### config.mk
export PLATFORM = sky130hd
export DESIGN_NAME = atan2op_div
export DESIGN_NICKNAME = d
export VERILOG_FILES = /design/src/hw/rtl/atan2op_pkg.sv /design/src/hw/rtl/atan2op_div.sv
export SDC_FILE = /design/constraint.sdc
export NUM_CORES = 2
export LEC_CHECK = 0
export ABC_AREA = 1
export BUFFER_PORTS_ARGS = -buffer_cell sky130_fd_sc_hd__clkbuf_2
export CORE_MARGIN = 5
export CORE_UTILIZATION = 25
export CTS_BUF_LIST = sky130_fd_sc_hd__clkbuf_4
export CTS_CLUSTER_DIAMETER = 50
export DETAILED_ROUTE_END_ITERATION = 8
export PLACE_DENSITY = 0.42
export SYNTH_ARGS = -nofsm -noshare
export SYNTH_HDL_FRONTEND = slang
export SYNTH_SLANG_ARGS = --single-unit
### constraint.sdc
create_clock -name clk -period 4.1 [get_ports clk]
set_input_delay 1.025 -clock clk [delete_from_list [all_inputs] [get_ports clk]]
set_output_delay 1.025 -clock clk [all_outputs]
set_load 0.01 [all_outputs]
### src/hw/rtl/atan2op_pkg.sv
`timescale 1ns / 1ps
package atan2op_pkg;

  localparam int unsigned ANGLE_WIDTH = 16;
  localparam int unsigned Q_WIDTH     = 31;   // t is Q1.30, 0 .. 2^30
  localparam int unsigned DIV_STEPS   = 31;   // one quotient bit per stage
  localparam int unsigned HORNER_STEPS = 9;   // eight t2 steps, then times t
  localparam int unsigned ACC_WIDTH   = 34;   // signed Q30 up to +/- pi

  localparam logic signed [31:0] COEF_0 = 32'sd3077586;
  localparam logic [30:0] Q30_HALF = 31'd536870912;
  localparam logic signed [ACC_WIDTH-1:0] Q30_PI     = 34'sd3373259426;
  localparam logic signed [ACC_WIDTH-1:0] Q30_HALFPI = 34'sd1686629713;
  localparam logic signed [ANGLE_WIDTH-1:0] Q13_PI     = 16'sd25736;
  localparam logic signed [ANGLE_WIDTH-1:0] Q13_HALFPI = 16'sd12868;

  // addend after each product with t2, last entry is the constant term 1.0
  localparam logic signed [31:0] HORNER_ADD [0:7] = '{
    -32'sd17357828, 32'sd46073848, -32'sd80841632, 32'sd114420760,
    -32'sd152566896, 32'sd214679120, -32'sd357911936, 32'sd1073741824
  };

  typedef struct packed {
    logic yneg;
    logic xneg;
    logic flip;
    logic special;
    logic signed [ANGLE_WIDTH-1:0] special_angle;
  } ctrl_t;

  // signed Q30 times unsigned Q30, rounded to nearest, ties away from zero
  function automatic logic signed [31:0] mul_q30(logic signed [31:0] r,
                                                 logic [Q_WIDTH-1:0] u);
    logic [31:0] a;
    logic [62:0] p;
    logic [32:0] q;
    a = r[31] ? 32'(-r) : 32'(r);
    p = 63'(a) * 63'(u);
    q = 33'((p + 63'(Q30_HALF)) >> 30);
    return r[31] ? -$signed(q[31:0]) : $signed(q[31:0]);
  endfunction

endpackage

### src/hw/rtl/atan2op_div.sv
`timescale 1ns / 1ps
module atan2op_div #(
  parameter int unsigned W = 16
) (
  input  logic                                 clk,
  input  logic                                 rst,
  input  logic                                 en,
  input  logic                                 in_valid,
  input  logic [W-1:0]                         lo,
  input  logic [W-1:0]                         hi,
  input  atan2op_pkg::ctrl_t                   in_ctrl,
  output logic                                 out_valid,
  output logic [atan2op_pkg::Q_WIDTH-1:0]      quo_out,
  output atan2op_pkg::ctrl_t                   out_ctrl
);

  localparam int unsigned N = atan2op_pkg::DIV_STEPS;

  logic                             vld  [0:N-1];
  logic [W-1:0]                     rem  [0:N-1];
  logic [W-1:0]                     dvs  [0:N-1];
  logic [atan2op_pkg::Q_WIDTH-1:0]  quo  [0:N-1];
  atan2op_pkg::ctrl_t               ctl  [0:N-1];

  for (genvar s = 0; s < N; s++) begin : g_step
    logic [W:0]                       trial;
    logic [W-1:0]                     d_in;
    logic [atan2op_pkg::Q_WIDTH-1:0]  q_in;
    logic                             v_in;
    atan2op_pkg::ctrl_t               c_in;
    logic                             bit_set;

    if (s == 0) begin : g_first
      assign trial = {1'b0, lo};
      assign d_in  = hi;
      assign q_in  = '0;
      assign v_in  = in_valid;
      assign c_in  = in_ctrl;
    end else begin : g_next
      assign trial = {rem[s-1], 1'b0};
      assign d_in  = dvs[s-1];
      assign q_in  = quo[s-1];
      assign v_in  = vld[s-1];
      assign c_in  = ctl[s-1];
    end

    assign bit_set = trial >= {1'b0, d_in};

    always_ff @(posedge clk) begin
      if (rst) begin
        vld[s] <= 1'b0;
      end else if (en) begin
        vld[s] <= v_in;
      end
      if (en) begin
        rem[s] <= bit_set ? W'(trial - {1'b0, d_in}) : W'(trial);
        dvs[s] <= d_in;
        quo[s] <= {q_in[atan2op_pkg::Q_WIDTH-2:0], bit_set};
        ctl[s] <= c_in;
      end
    end
  end

  assign out_valid = vld[N-1];
  assign quo_out   = quo[N-1];
  assign out_ctrl  = ctl[N-1];

endmodule

### Word-level counts from Yosys, hierarchy flattened

Memories as Yosys holds them, arrays and structs flattened.
Cells that the tools add are included.

* bits in registers: 0
* memories kept: 5
* bits of input ports: 56
* output and inout bits: 52
* bits in writable memories: 2604
* word-level logic and storage cells: 166

* add/subtract/negate cells: 31
* magnitude comparators: 31
* bitwise logic cells: 31
* mux-type cells: 68

Memories
* quo: depth 31, bits a word 31, rd ports 31, clocked after Yosys merged registers in 0, wr ports 31, RTL line atan2op_div.sv:22 `logic [atan2op_pkg::Q_WIDTH-1:0] quo [0:N-1];`
* ctl: depth 31, bits a word 20, rd ports 31, clocked after Yosys merged registers in 0, wr ports 31, RTL line atan2op_div.sv:23 `atan2op_pkg::ctrl_t ctl [0:N-1];`
* dvs: depth 31, bits a word 16, rd ports 30, clocked after Yosys merged registers in 0, wr ports 31, RTL line atan2op_div.sv:21 `logic [W-1:0] dvs [0:N-1];`
* rem: depth 31, bits a word 16, rd ports 30, clocked after Yosys merged registers in 0, wr ports 31, RTL line atan2op_div.sv:20 `logic [W-1:0] rem [0:N-1];`
* vld: depth 31, bits a word 1, rd ports 31, clocked after Yosys merged registers in 0, wr ports 31, RTL line atan2op_div.sv:19 `logic vld [0:N-1];`

Operators by type and width (count)
* greater-or-equal comparator 17 x 16 -> 1 bit: 30
* two-way mux 16 bit: 31
* subtractor 16 bit: 31
* two-way mux 1 bit: 37
* OR 1 bit: 31
* greater-or-equal comparator 16 bit: 1

### Logic depth before layout (Yosys ltp)

* depth after elaboration: 4
* depth in mapped cells: 15
* depth with buffers taken out: 13

### Least setup slack after synthesis

No wires, ideal clock.

* path kind: input-to-reg
* start: input port lo[0]
* end: memory rem[0][1] (data pin)
* buffers on the path: 1
* data arrival time: 2509 ps
* stages: 12
* setup slack: 1336 ps
* data required time: 3845 ps
* setup time: 255 ps
* cells stage by stage: inv_1 ha_1 fa_1 inv_1 nand3_1 nand3_1 nand2_1 nand2_1 nand2_2 nand3_4 buf_8 o21ai_2

RTL lines
* start, declared: RTL line atan2op_div.sv:9 `input logic [W-1:0] lo,`
* end, declared: RTL line atan2op_div.sv:20

==> flow_summary.json <==
{
  "yosys-top-cells-count": "nand2_1 (3,357), edfxtp_1 (2,107), inv_1 (1,672)",
  "fin_worst_skew_ps": 134,
  "hold_violations": 0,
  "initial_core_util_pct": 25.1,
  "dp_hpwl_um": 176000,
  "clockBufferDepth": 4,
  "cts_tree": "done",
  "setup_violations": 0,
  "gp_congestion": 0.845,
  "hold-path-cell-count": 2,
  "ant_nets": 0,
  "required_ps": 3070,
  "final_nets": 11400,
  "slowest_delay_ps": 460,
  "netlist_instances": 10100,
  "clock-sinks": 2107,
  "rows": 235,
  "vias": 68400,
  "clk_pin_slew_ps": 70,
  "dr.pass1.iters": 6,
  "yosysTopAreaCell": "edfxtp_1",
  "slew_headroom_pct": 34.0,
  "drive_gt1_share_pct": 12.2,
  "multi_input_area_mm2": 0.0321,
  "fin_tns_setup_ps": 0,
  "min_to": "ctl[0][14]",
  "synthToLayoutAreaGrowth_pct": 15.1,
  "core_area_mm2": 0.410,
  "report.final.slew_viol_count": 0,
  "drt_iter0_drc": 4188,
  "cp.arrival_ps": 2070,
  "rsz0062_at_grt": "false",
  "overflow": 0,
  "worstReg2RegStart": "dvs[1][30]",
  "yosysWarnings": 0,
  "ys_top_cells_by_area": "edfxtp_1 (62%), nand2_1 (12%), inv_1 (6.1%)",
  "worstPathMaxFanout": 1,
  "regArea_mm2": 0.0633,
  "outcome": "completed",
  "fin_crit_sh_pct": 75.6,
  "maxClockFrequency_mhz": 323,
  "post-place-ws_ps": 815,
  "ir_worst_vdd_mv": 0.282,
  "worstSetupPathType": "register to primary output",
  "finalCriticalPeriod_ps": 3100,
  "wl_per_cell_um": 14.6,
  "die_x_um": 651,
  "r2r_end": "rem[1][42]",
  "grt_pass1_wl_um": 384000,
  "crit_chain": "clkbuf_2",
  "root_buffer": "clkbuf_4",
  "grt_max_degree": 163,
  "rr_worst_depth": 10,
  "ios": 108,
  "p_total_mw": 79.8,
  "setup.worst_path.end_class": "primary output",
  "syn_nets": 10600,
  "synthDistinctLibCells": 40,
  "clk-insertion-delay-late_ps": 1510,
  "antenna_found_initial": 7,
  "grt_use_total_pct": 11.2,
  "avgViaCountPerCell": 4.10,
  "worst_slack_ps": 1000,
  "cts_max_level": 6,
  "cts_resized": 0,
  "numCtsBuffers": 615,
  "syn_area_mm2": 0.103,
  "worst-path-buf-inv": 1,
  "cp_top_family": "flip-flops",
  "synth_edf_count": 2107,
  "startpoint": "quo[30][2]",
  "grt_pass1_vias": 69100,
  "io_buffer_count": 107,
  "cp-start-kind": "register",
  "p_leak_nw": 52.6,
  "cap_viol_max_count": 0,
  "rrSetupSlack_ps": 1550,
  "ys_seq_area_share_pct": 61.6,
  "post-synth-top-area-fraction_pct": 61.6,
  "chipHeight_um": 651,
  "routed_wl_um": 243000,
  "hp-start": "in_ctrl[14]",
  "async_flop_share_pct": 0,
  "drc_errors": 0,
  "fillers": 42900,
  "synth-seq-cells": 2107,
  "synth_most_common_cell": "nand2_1",
  "min_path_type": "primary input to register",
  "synthFlopType": "edfxtp_1",
  "power.density_mw_per_mm2": 675,
  "crit_slowest_cell": "edfxtp_1",
  "worstMarginPinSlew_ps": 990,
  "syn_area_per_cell_um2": 10.2,
  "fp.dieArea_mm2": 0.424
}
through the flow:
step	instances	instance area, um^2	hold WS, ps	util [%]
after global placement	15500	110000	400	26.8
after floorplan	10100	103000	400	-
after detailed placement	15500	110000	405	26.8
after global routing	16700	118000	70.6	28.9
final	16700	118000	331	28.9
after CTS	16700	118000	0.760	28.9
area by class of cell:
| cell class | instances | share of cell area, % |
|---|---|---|
| sequential | 2107 | 53.5 |
| multi-input combinational | 6099 | 27.1 |
| tap | 5451 | 5.77 |
| clock buffer | 867 | 5.50 |
| inverter | 1730 | 5.50 |
| timing repair buffer | 248 | 1.76 |
| clock inverter | 162 | 0.856 |
| antenna | 5 | 0.0106 |
kinds of logic (layout without fill, tap and decap cells):
family / count (synthesis) / after routing / synth area share, %
xor gates and xnor gates: 208 / 208 / 1.77
other: 0 / 5 / 0
AOI/OAI and AO/OA: 339 / 339 / 1.71
buffers and inverters: 1847 / 3007 / 7.23
adders and majority gates: 525 / 525 / 6.61
and+or+nand+nor: 5027 / 5027 / 21.1
DFF: 2107 / 2107 / 61.6
registers in the layout, indices dropped and copies added, names as in the netlist:
register,count
dvs,480
rem,480
vld,31
quo,496
ctl,620
what timing repair did:
action                     4_1_cts  5_1_grt
setup endpoints to repair        0        0
hold endpoints to repair       226        0
setup buffers                    0        0
hold buffers                    94        0
worst max-delay path by stage:
stage                       endpoint  slack [ps]  cells after the start
after CTS                 quo_out[2]         580                      1
after detailed placement  rem[0][14]         810                     13
after global placement     rem[0][1]         730                     13
after floorplan            rem[0][1]        1340                     12
final                     quo_out[2]        1000                      1
after global routing      quo_out[2]         680                      1
power breakdown:
| part | switching [mW] | internal, mW | leakage [nW] |
|---|---|---|---|
| combinational | 19.4 | 9.85 | 27.5 |
| sequential | 2.38 | 29.0 | 20.7 |
| clock | 9.17 | 10.0 | 4.47 |
placed cells by master, fill, tap and decap left out, types with 54 or more instances in the layout:
cell and instances:
nand3_1 608, inv_1 1672, xnor2_1 69, a21oi_1 290
nand4_1 134, xor2_1 139, inv_2 59, nor3_1 54
nor2_1 440, clkinv_1 86, edfxtp_1 2107, and2_1 88
clkbuf_4 867, nand2_1 3357, clkbuf_2 106, dlygate4sd3_1 94
nand2_2 55, nand3b_1 113, ha_1 495
routing by layer:
metal	vias to the layer above	global-route usage [%]	routed length (um)
li1	34700	-	-
met1	31900	14.7	113000
met2	1346	18.3	111000
met3	474	2.40	11700
met4	16	3.80	6680
met5	-	0	121
Power figures use the tool's default switching activity.
