`src/hw/rtl/atan2op_pkg.sv`:
```
`timescale 1ns / 1ps
package atan2op_pkg;

  localparam int unsigned ANGLE_WIDTH = 16;
  localparam int unsigned Q_WIDTH     = 31;   // t is Q1.30, 0 .. 2^30
  localparam int unsigned DIV_STEPS   = 31;   // one quotient bit per stage
  localparam int unsigned HORNER_STEPS = 9;   // eight t2 steps, then times t
  localparam int unsigned ACC_WIDTH   = 34;   // signed Q30 up to +/- pi

  localparam logic signed [31:0] COEF_0 = 32'sd3077586;
  localparam logic [30:0] Q30_HALF = 31'd536870912;
  localparam logic signed [ACC_WIDTH-1:0] Q30_PI     = 34'sd3373259426;
  localparam logic signed [ACC_WIDTH-1:0] Q30_HALFPI = 34'sd1686629713;
  localparam logic signed [ANGLE_WIDTH-1:0] Q13_PI     = 16'sd25736;
  localparam logic signed [ANGLE_WIDTH-1:0] Q13_HALFPI = 16'sd12868;

  // addend after each product with t2, last entry is the constant term 1.0
  localparam logic signed [31:0] HORNER_ADD [0:7] = '{
    -32'sd17357828, 32'sd46073848, -32'sd80841632, 32'sd114420760,
    -32'sd152566896, 32'sd214679120, -32'sd357911936, 32'sd1073741824
  };

  typedef struct packed {
    logic yneg;
    logic xneg;
    logic flip;
    logic special;
    logic signed [ANGLE_WIDTH-1:0] special_angle;
  } ctrl_t;

  // signed Q30 times unsigned Q30, rounded to nearest, ties away from zero
  function automatic logic signed [31:0] mul_q30(logic signed [31:0] r,
                                                 logic [Q_WIDTH-1:0] u);
    logic [31:0] a;
    logic [62:0] p;
    logic [32:0] q;
    a = r[31] ? 32'(-r) : 32'(r);
    p = 63'(a) * 63'(u);
    q = 33'((p + 63'(Q30_HALF)) >> 30);
    return r[31] ? -$signed(q[31:0]) : $signed(q[31:0]);
  endfunction

endpackage

```
`src/hw/rtl/atan2op_quad.sv`:
```
`timescale 1ns / 1ps
module atan2op_quad (
  input  logic                                        clk,
  input  logic                                        rst,
  input  logic                                        en,
  input  logic                                        in_valid,
  input  logic signed [31:0]                          r_in,
  input  atan2op_pkg::ctrl_t                          in_ctrl,
  output logic                                        out_valid,
  output logic signed [atan2op_pkg::ANGLE_WIDTH-1:0]  angle
);

  localparam int unsigned A = atan2op_pkg::ACC_WIDTH;

  logic signed [A-1:0] r_ext;
  logic signed [A-1:0] r_oct;
  logic signed [A-1:0] r_map;

  assign r_ext = A'(r_in);
  assign r_oct = in_ctrl.flip ? atan2op_pkg::Q30_HALFPI - r_ext : r_ext;

  always_comb begin
    case ({in_ctrl.yneg, in_ctrl.xneg})
      2'b01:   r_map = atan2op_pkg::Q30_PI - r_oct;
      2'b10:   r_map = -r_oct;
      2'b11:   r_map = r_oct - atan2op_pkg::Q30_PI;
      default: r_map = r_oct;
    endcase
  end

  logic                m_vld;
  logic signed [A-1:0] m_r;
  atan2op_pkg::ctrl_t  m_ctl;

  always_ff @(posedge clk) begin
    if (rst) begin
      m_vld <= 1'b0;
    end else if (en) begin
      m_vld <= in_valid;
    end
    if (en) begin
      m_r   <= r_map;
      m_ctl <= in_ctrl;
    end
  end

  // round to Q13, ties away from zero, then clamp to pi
  logic [A-2:0]                              mag_q30;
  logic [A-18:0]                             mag_q13;
  logic [atan2op_pkg::ANGLE_WIDTH-1:0]       mag_sat;
  logic signed [atan2op_pkg::ANGLE_WIDTH-1:0] rounded;

  assign mag_q30 = m_r[A-1] ? (A-1)'(-m_r) : (A-1)'(m_r);
  assign mag_q13 = (A-17)'((mag_q30 + (A-1)'(1 << 16)) >> 17);
  assign mag_sat = (mag_q13 > (A-17)'(atan2op_pkg::Q13_PI))
                   ? atan2op_pkg::Q13_PI
                   : atan2op_pkg::ANGLE_WIDTH'(mag_q13);
  assign rounded = m_r[A-1] ? -$signed(mag_sat) : $signed(mag_sat);

  always_ff @(posedge clk) begin
    if (rst) begin
      out_valid <= 1'b0;
    end else if (en) begin
      out_valid <= m_vld;
    end
    if (en) begin
      angle <= m_ctl.special ? m_ctl.special_angle : rounded;
    end
  end

endmodule

```
`config.mk`:
```
export PLATFORM = sky130hd
export DESIGN_NAME = atan2op_quad
export DESIGN_NICKNAME = d
export VERILOG_FILES = /design/src/hw/rtl/atan2op_pkg.sv /design/src/hw/rtl/atan2op_quad.sv
export SDC_FILE = /design/constraint.sdc
export NUM_CORES = 1
export LEC_CHECK = 0
export BUFFER_PORTS_ARGS = -buffer_cell sky130_fd_sc_hd__buf_4
export CORE_UTILIZATION = 40
export CTS_CLUSTER_DIAMETER = 100
export DETAILED_ROUTE_END_ITERATION = 6
export SYNTH_ARGS = -nofsm -noshare
export SYNTH_HDL_FRONTEND = slang
export SYNTH_SLANG_ARGS = --single-unit
```
`constraint.sdc`:
```
create_clock -name clk -period 7 [get_ports clk]
set_clock_uncertainty 0.1 [all_clocks]
set_input_delay 0.7 -clock clk [delete_from_list [all_inputs] [get_ports clk]]
set_output_delay 0.7 -clock clk [all_outputs]
set_load 0.03 [all_outputs]
```
Word level (Yosys, flattened, before mapping)
Index checks and enable logic that the tools add are counted.
{ "op_classes": {"order_cmp": 1, "addsub": 7, "n_mux": 6, "n_eq_ne": 3} }
{ "ops": {"columns": ["cell", "count"], "rows": [
  ["case mux 34 bit (3 select lines)", 1],
  ["two-way mux 16 bit", 3],
  ["two-way mux 34 bit", 1],
  ["negation 34 bit", 1],
  ["subtractor 33 x 34 -> 34 bit, first input constant", 1],
  ["subtractor 34 x 33 -> 34 bit, second input constant", 1],
  ["adder 33 x 17 -> 33 bit, second input constant", 1],
  ["two-way mux 33 bit", 1],
  ["negation 33 bit", 1],
  ["subtractor 32 x 32 -> 33 bit, first input constant", 1],
  ["> comparator 16 x 15 -> 1 bit, second input constant", 1],
  ["negation 16 bit", 1],
  ["equality test 2 bit, second input constant", 2],
  ["equality test 2 x 1 -> 1 bit, second input constant", 1]
]} }
{ "word_totals": {"inputBits": 56, "elab_cells": 23, "regBits": 69} }

Longest topological paths before layout
{ "depth": {"word_depth": 8, "ltp_mapped": 28, "depth_no_buf": 23} }

Worst setup path before layout
OpenSTA, ideal clock, no wires.
{ "synth_timing": {"path_kind": "flip-flop to flip-flop", "start": "register m_r[33]", "end": "register angle[14] in the netlist's numbering, data pin", "stages_incl_launch_ff": 28, "setup_slack_ns": 1.093, "t_required_ns": 6.631, "t_arrival_ns": 5.538, "period_less_slack_ns": 5.907, "setup_ns": 0.269, "path_buffers": 7, "path_cell_list": "edfxtp_1 buf_2 buf_1 clkbuf_1 buf_2 o21ai_0 xnor2_1 ha_1 nor2b_1 a311o_1 buf_6 nand3_2 or3_1 a21o_1 o311ai_2 a31oi_2 buf_6 buf_8 nand2_1 ha_1 o2111ai_1 a2111oi_2 o2111ai_1 nand3b_1 o211ai_1 o31a_1 a2bb2oi_1 o21ai_0"} }
{ "synth_via": {"elab_chain_cells": 7} }
{ "synth_lines": {"columns": ["element", "line_no", "source"], "rows": [
  ["start: declaration", "atan2op_quad.sv:32", "logic signed [A-1:0] m_r;"],
  ["start signal: assignment", "atan2op_quad.sv:42", "m_r <= r_map;"],
  ["two-way mux 33 bit", "atan2op_quad.sv:53", "assign mag_q30 = m_r[A-1] ? (A-1)'(-m_r) : (A-1)'(m_r);"],
  ["adder 33 x 17 -> 33 bit", "atan2op_quad.sv:54", "assign mag_q13 = (A-17)'((mag_q30 + (A-1)'(1 << 16)) >> 17);"],
  ["> comparator 16 x 15 -> 1 bit", "atan2op_quad.sv:55", "assign mag_sat = (mag_q13 > (A-17)'(atan2op_pkg::Q13_PI))"],
  ["two-way mux 16 bit", "atan2op_quad.sv:56", "? atan2op_pkg::Q13_PI"],
  ["negation 16 bit", "atan2op_quad.sv:58", "assign rounded = m_r[A-1] ? -$signed(mag_sat) : $signed(mag_sat);"],
  ["two-way mux 16 bit *", "atan2op_quad.sv:58", null],
  ["two-way mux 16 bit *", "atan2op_quad.sv:67", "angle <= m_ctl.special ? m_ctl.special_angle : rounded;"],
  ["end signal: assignment", "atan2op_quad.sv:67", null],
  ["end: declaration", "atan2op_quad.sv:10", "output logic signed [atan2op_pkg::ANGLE_WIDTH-1:0] angle"]
]} }
Every way passes the cells marked *; elsewhere a longest branch is shown, timed or not.
A chain may end at the register's enable or synchronous reset.

Final worst setup path
{ "layout_timing": {"start": "register m_r[11]", "end": "register angle[14] in the netlist's numbering, data pin"} }
{ "layout_via": {"elab_chain_cells": 8} }
{ "layout_lines": {"columns": ["element", "line_no"], "rows": [
  ["negation 33 bit", "atan2op_quad.sv:53"],
  ["two-way mux 33 bit *", "atan2op_quad.sv:53"],
  ["adder 33 x 17 -> 33 bit *", "atan2op_quad.sv:54"],
  ["> comparator 16 x 15 -> 1 bit", "atan2op_quad.sv:55"],
  ["two-way mux 16 bit *", "atan2op_quad.sv:56"],
  ["negation 16 bit", "atan2op_quad.sv:58"],
  ["two-way mux 16 bit *", "atan2op_quad.sv:58"],
  ["two-way mux 16 bit *", "atan2op_quad.sv:67"]
]} }
Marks and branches as above.

==> results.py <==
metrics = {
    "synth": {
        "synth_edf_count": 67,
        "synth_flop_cell": "edfxtp_1",
        "ys_warn_count": 0,
        "synth_top_cell_area_share_pct": 27.1,
        "ys_seq_area_share_pct": 27.7,
        "ys_ff_latch": 69,
        "async_flop_share_pct": 0,
        "synth_largest_area_cell": "edfxtp_1",
        "syn_avg_cell_area_um2": 8.19,
        "synth.net_count": 968,
        "yosysUniqueCellTypes": 91,
        "synthTopCellsByArea": "edfxtp_1 (27%), xnor2_1 (6.5%), o21ai_0 (4.6%)",
        "syn-cell-area_mm2": 0.00742,
        "syn_inst": 906,
    },
    "outcome": {
        "failed_checks": "DRC",
        "status": "finished with violations",
    },
    "cts": {
        "post_cts_buffers": 0,
        "cts_max_level": 3,
        "insertion_delay_ns": 0.33,
        "path_clk_slew_ns": 0.06,
        "cts_buffers": 9,
        "ctsHoldBuffers": 0,
        "cts_buffer_depth": 2,
        "clock_sinks": 69,
        "tritoncts": "built",
        "clockRootBuffer": "clkbuf_16",
        "cts_resized": 0,
    },
    "layout": {
        "final_cell_area_mm2": 0.00833,
        "drive_above_1_share_pct": 13.7,
        "instances_no_fill": 1168,
        "nNetsFinal": 996,
        "regArea_mm2": 0.00205,
        "synthToLayoutAreaGrowth_pct": 12.4,
        "n_fill_cell": 1794,
        "num_antenna_cells": 0,
        "multi_input_area_mm2": 0.00499,
    },
    "routing": {
        "drt-total-wl_um": 18400,
        "viasPerCell": 5.91,
        "avgRoutedWirePerCell_um": 15.8,
        "drt-initial-drc-count": 580,
        "num_vias": 6907,
        "drc": 16,
        "drt_pass1_iterations": 7,
        "ant_nets": 0,
    },
    "pwr": {
        "powerDensity_mw_per_mm2": 205,
        "irDropWorstVdd_mv": 0.110,
        "p_leak_nw": 2.86,
        "power.total_mw": 1.71,
    },
    "setup_path": {
        "required_ns": 6.98,
        "path_max_fanout": 18,
        "cp-end-kind": "flip-flop",
        "startpoint_type": "flip-flop",
        "critical_path_class": "reg2reg",
        "cp.arrival_ns": 6.24,
    },
    "floorplan": {
        "start_util_pct": 41.0,
        "rows": 49,
        "boundaryPins": 73,
        "die_h_um": 138,
        "fp.dieW_um": 138,
        "coreArea_mm2": 0.0181,
        "die_area_mm2": 0.0191,
    },
    "timing": {
        "period_minus_slack_ns": 6.26,
        "slew_violations": 0,
        "fin_tns_setup_ns": 0,
        "setup_violations": 0,
        "relSlewSlack_pct": 43.7,
        "hold_ws_ns": 0.392,
        "rsz0062_at_grt": "false",
        "tightest_slew_ns": 0.844,
        "period_share_pct": 89.5,
        "hold_violations": 0,
        "fmaxAchievable_mhz": 160,
    },
    "min_path": {
        "min_path_type": "reg2reg",
    },
    "global_route": {
        "grt_overflow_total": 0,
        "grt_pass1_vias": 6101,
        "grt_pass1_wl_um": 30800,
        "grt_max_degree": 70,
        "antenna_found_initial": 0,
        "grt_usage_pct": 19.4,
    },
    "placed_design": {
        "place_area_mm2": 0.00799,
        "placed_cells": 1152,
        "io_buffer_count": 72,
        "routabilityCongestion": 0.887,
        "dp_hpwl_um": 13800,
    },
    "flow_run": {
        "max_cap_viol_count": 0,
    },
}
==> layer usage <==
metal	vias up	GRT usage, %	share of wire (%)
met1	3175	27.8	50
li1	3523	-	-
met3	23	2.42	4.2
met5	-	0	0
met4	0	5.50	1.4
met2	186	30.5	45
==> Yosys cell counts (13+ instances only) <==
library cell,count
nor2_1,58
nor3_1,29
and3_1,13
xor2_1,33
clkbuf_1,38
xnor2_1,55
a31oi_1,17
a21oi_1,63
nand3_1,29
o31ai_1,18
o21ai_0,68
a21o_1,14
edfxtp_1,67
o211ai_1,15
a211oi_1,17
nand2b_1,13
nand2_1,81
inv_1,24
or3_1,17
==> state kept, by name, indices dropped and copies added (netlist names) <==
| register | flops |
|---|---|
| m_vld | 1 |
| m_ctl | 17 |
| out_valid | 1 |
| angle | 16 |
| m_r | 34 |
==> per-stage QoR <==
step                      util (%)  setup WS [ns]
after global routing          46.1         0.0758
final                         46.1          0.737
after CTS                     46.1          0.702
after global placement        44.2          0.928
after floorplan                  -           1.09
after detailed placement      44.2          0.721
==> power by group <==
group	leakage [nW]	total, mW	internal, mW	switching (mW)
clock	0.161	0.510	0.346	0.165
sequential	0.673	0.568	0.524	0.0440
combinational	2.02	0.632	0.245	0.387
total	2.86	1.71	1.11	0.596
==> path summary, 6_finish.rpt <==
check	start	endpoint	slack [ns]	cells after the start
worst max-delay path	m_r[11]	angle[14]	0.74	22
worst min-delay path	m_vld	m_vld	0.39	2
worst max register to register	m_r[11]	angle[14]	0.74	22
worst min register to register	m_vld	m_vld	0.39	2
==> cells in the final DEF (no fill, tap or decap), types with 13 or more instances in the layout <==
master | netlist | layout
nand2_1 | 81 | 81
buf_4 | 0 | 75
o21ai_0 | 68 | 68
edfxtp_1 | 67 | 67
a21oi_1 | 63 | 63
nor2_1 | 58 | 58
xnor2_1 | 55 | 55
xor2_1 | 33 | 33
nor3_1 | 29 | 29
nand3_1 | 29 | 29
inv_1 | 24 | 24
o31ai_1 | 18 | 18
or3_1 | 17 | 17
a31oi_1 | 17 | 17
a211oi_1 | 17 | 17
o211ai_1 | 15 | 15
a21o_1 | 14 | 14
and3_1 | 13 | 13
nand2b_1 | 13 | 13
==> kinds of logic after synthesis <==
group           Yosys count  synth area share (%)
compound gates          321                  29.9
fa+ha+maj                 6                  1.01
xor+xnor                 89                  10.6
flops                    69                  27.7
simple gates            326                  24.3
mux                      11                  1.54
buf+inv                  84                  4.98
==> critical path, stage by stage (launching register included) <==
cell and delay [ns]:
edfxtp_1 0.41, nor4_4 0.38, nand4_4 0.32, o21ai_0 0.30, xnor2_1 0.15, ha_1 0.25, nor2b_1 0.31, a311o_1 0.40
nand3_2 0.15, or3_1 0.39, a21o_1 0.21, o311ai_2 0.33, a31oi_2 0.21, nand2_1 0.15, ha_1 0.17, o2111ai_1 0.19
a2111oi_2 0.50, o2111ai_1 0.25, nand3b_1 0.26, o211ai_1 0.19, o31a_1 0.16, a2bb2oi_1 0.14, o21ai_0 0.08
==> final cells by class <==
type	count	share of cell area (%)
Multi-Input combinational cell	753	59.9
Sequential cell	69	24.6
Timing Repair Buffer	75	6.76
Tap cell	229	3.44
Clock buffer	9	2.70
Clock inverter	7	1.37
Inverter	26	1.17
Power figures use the tool's default switching activity.
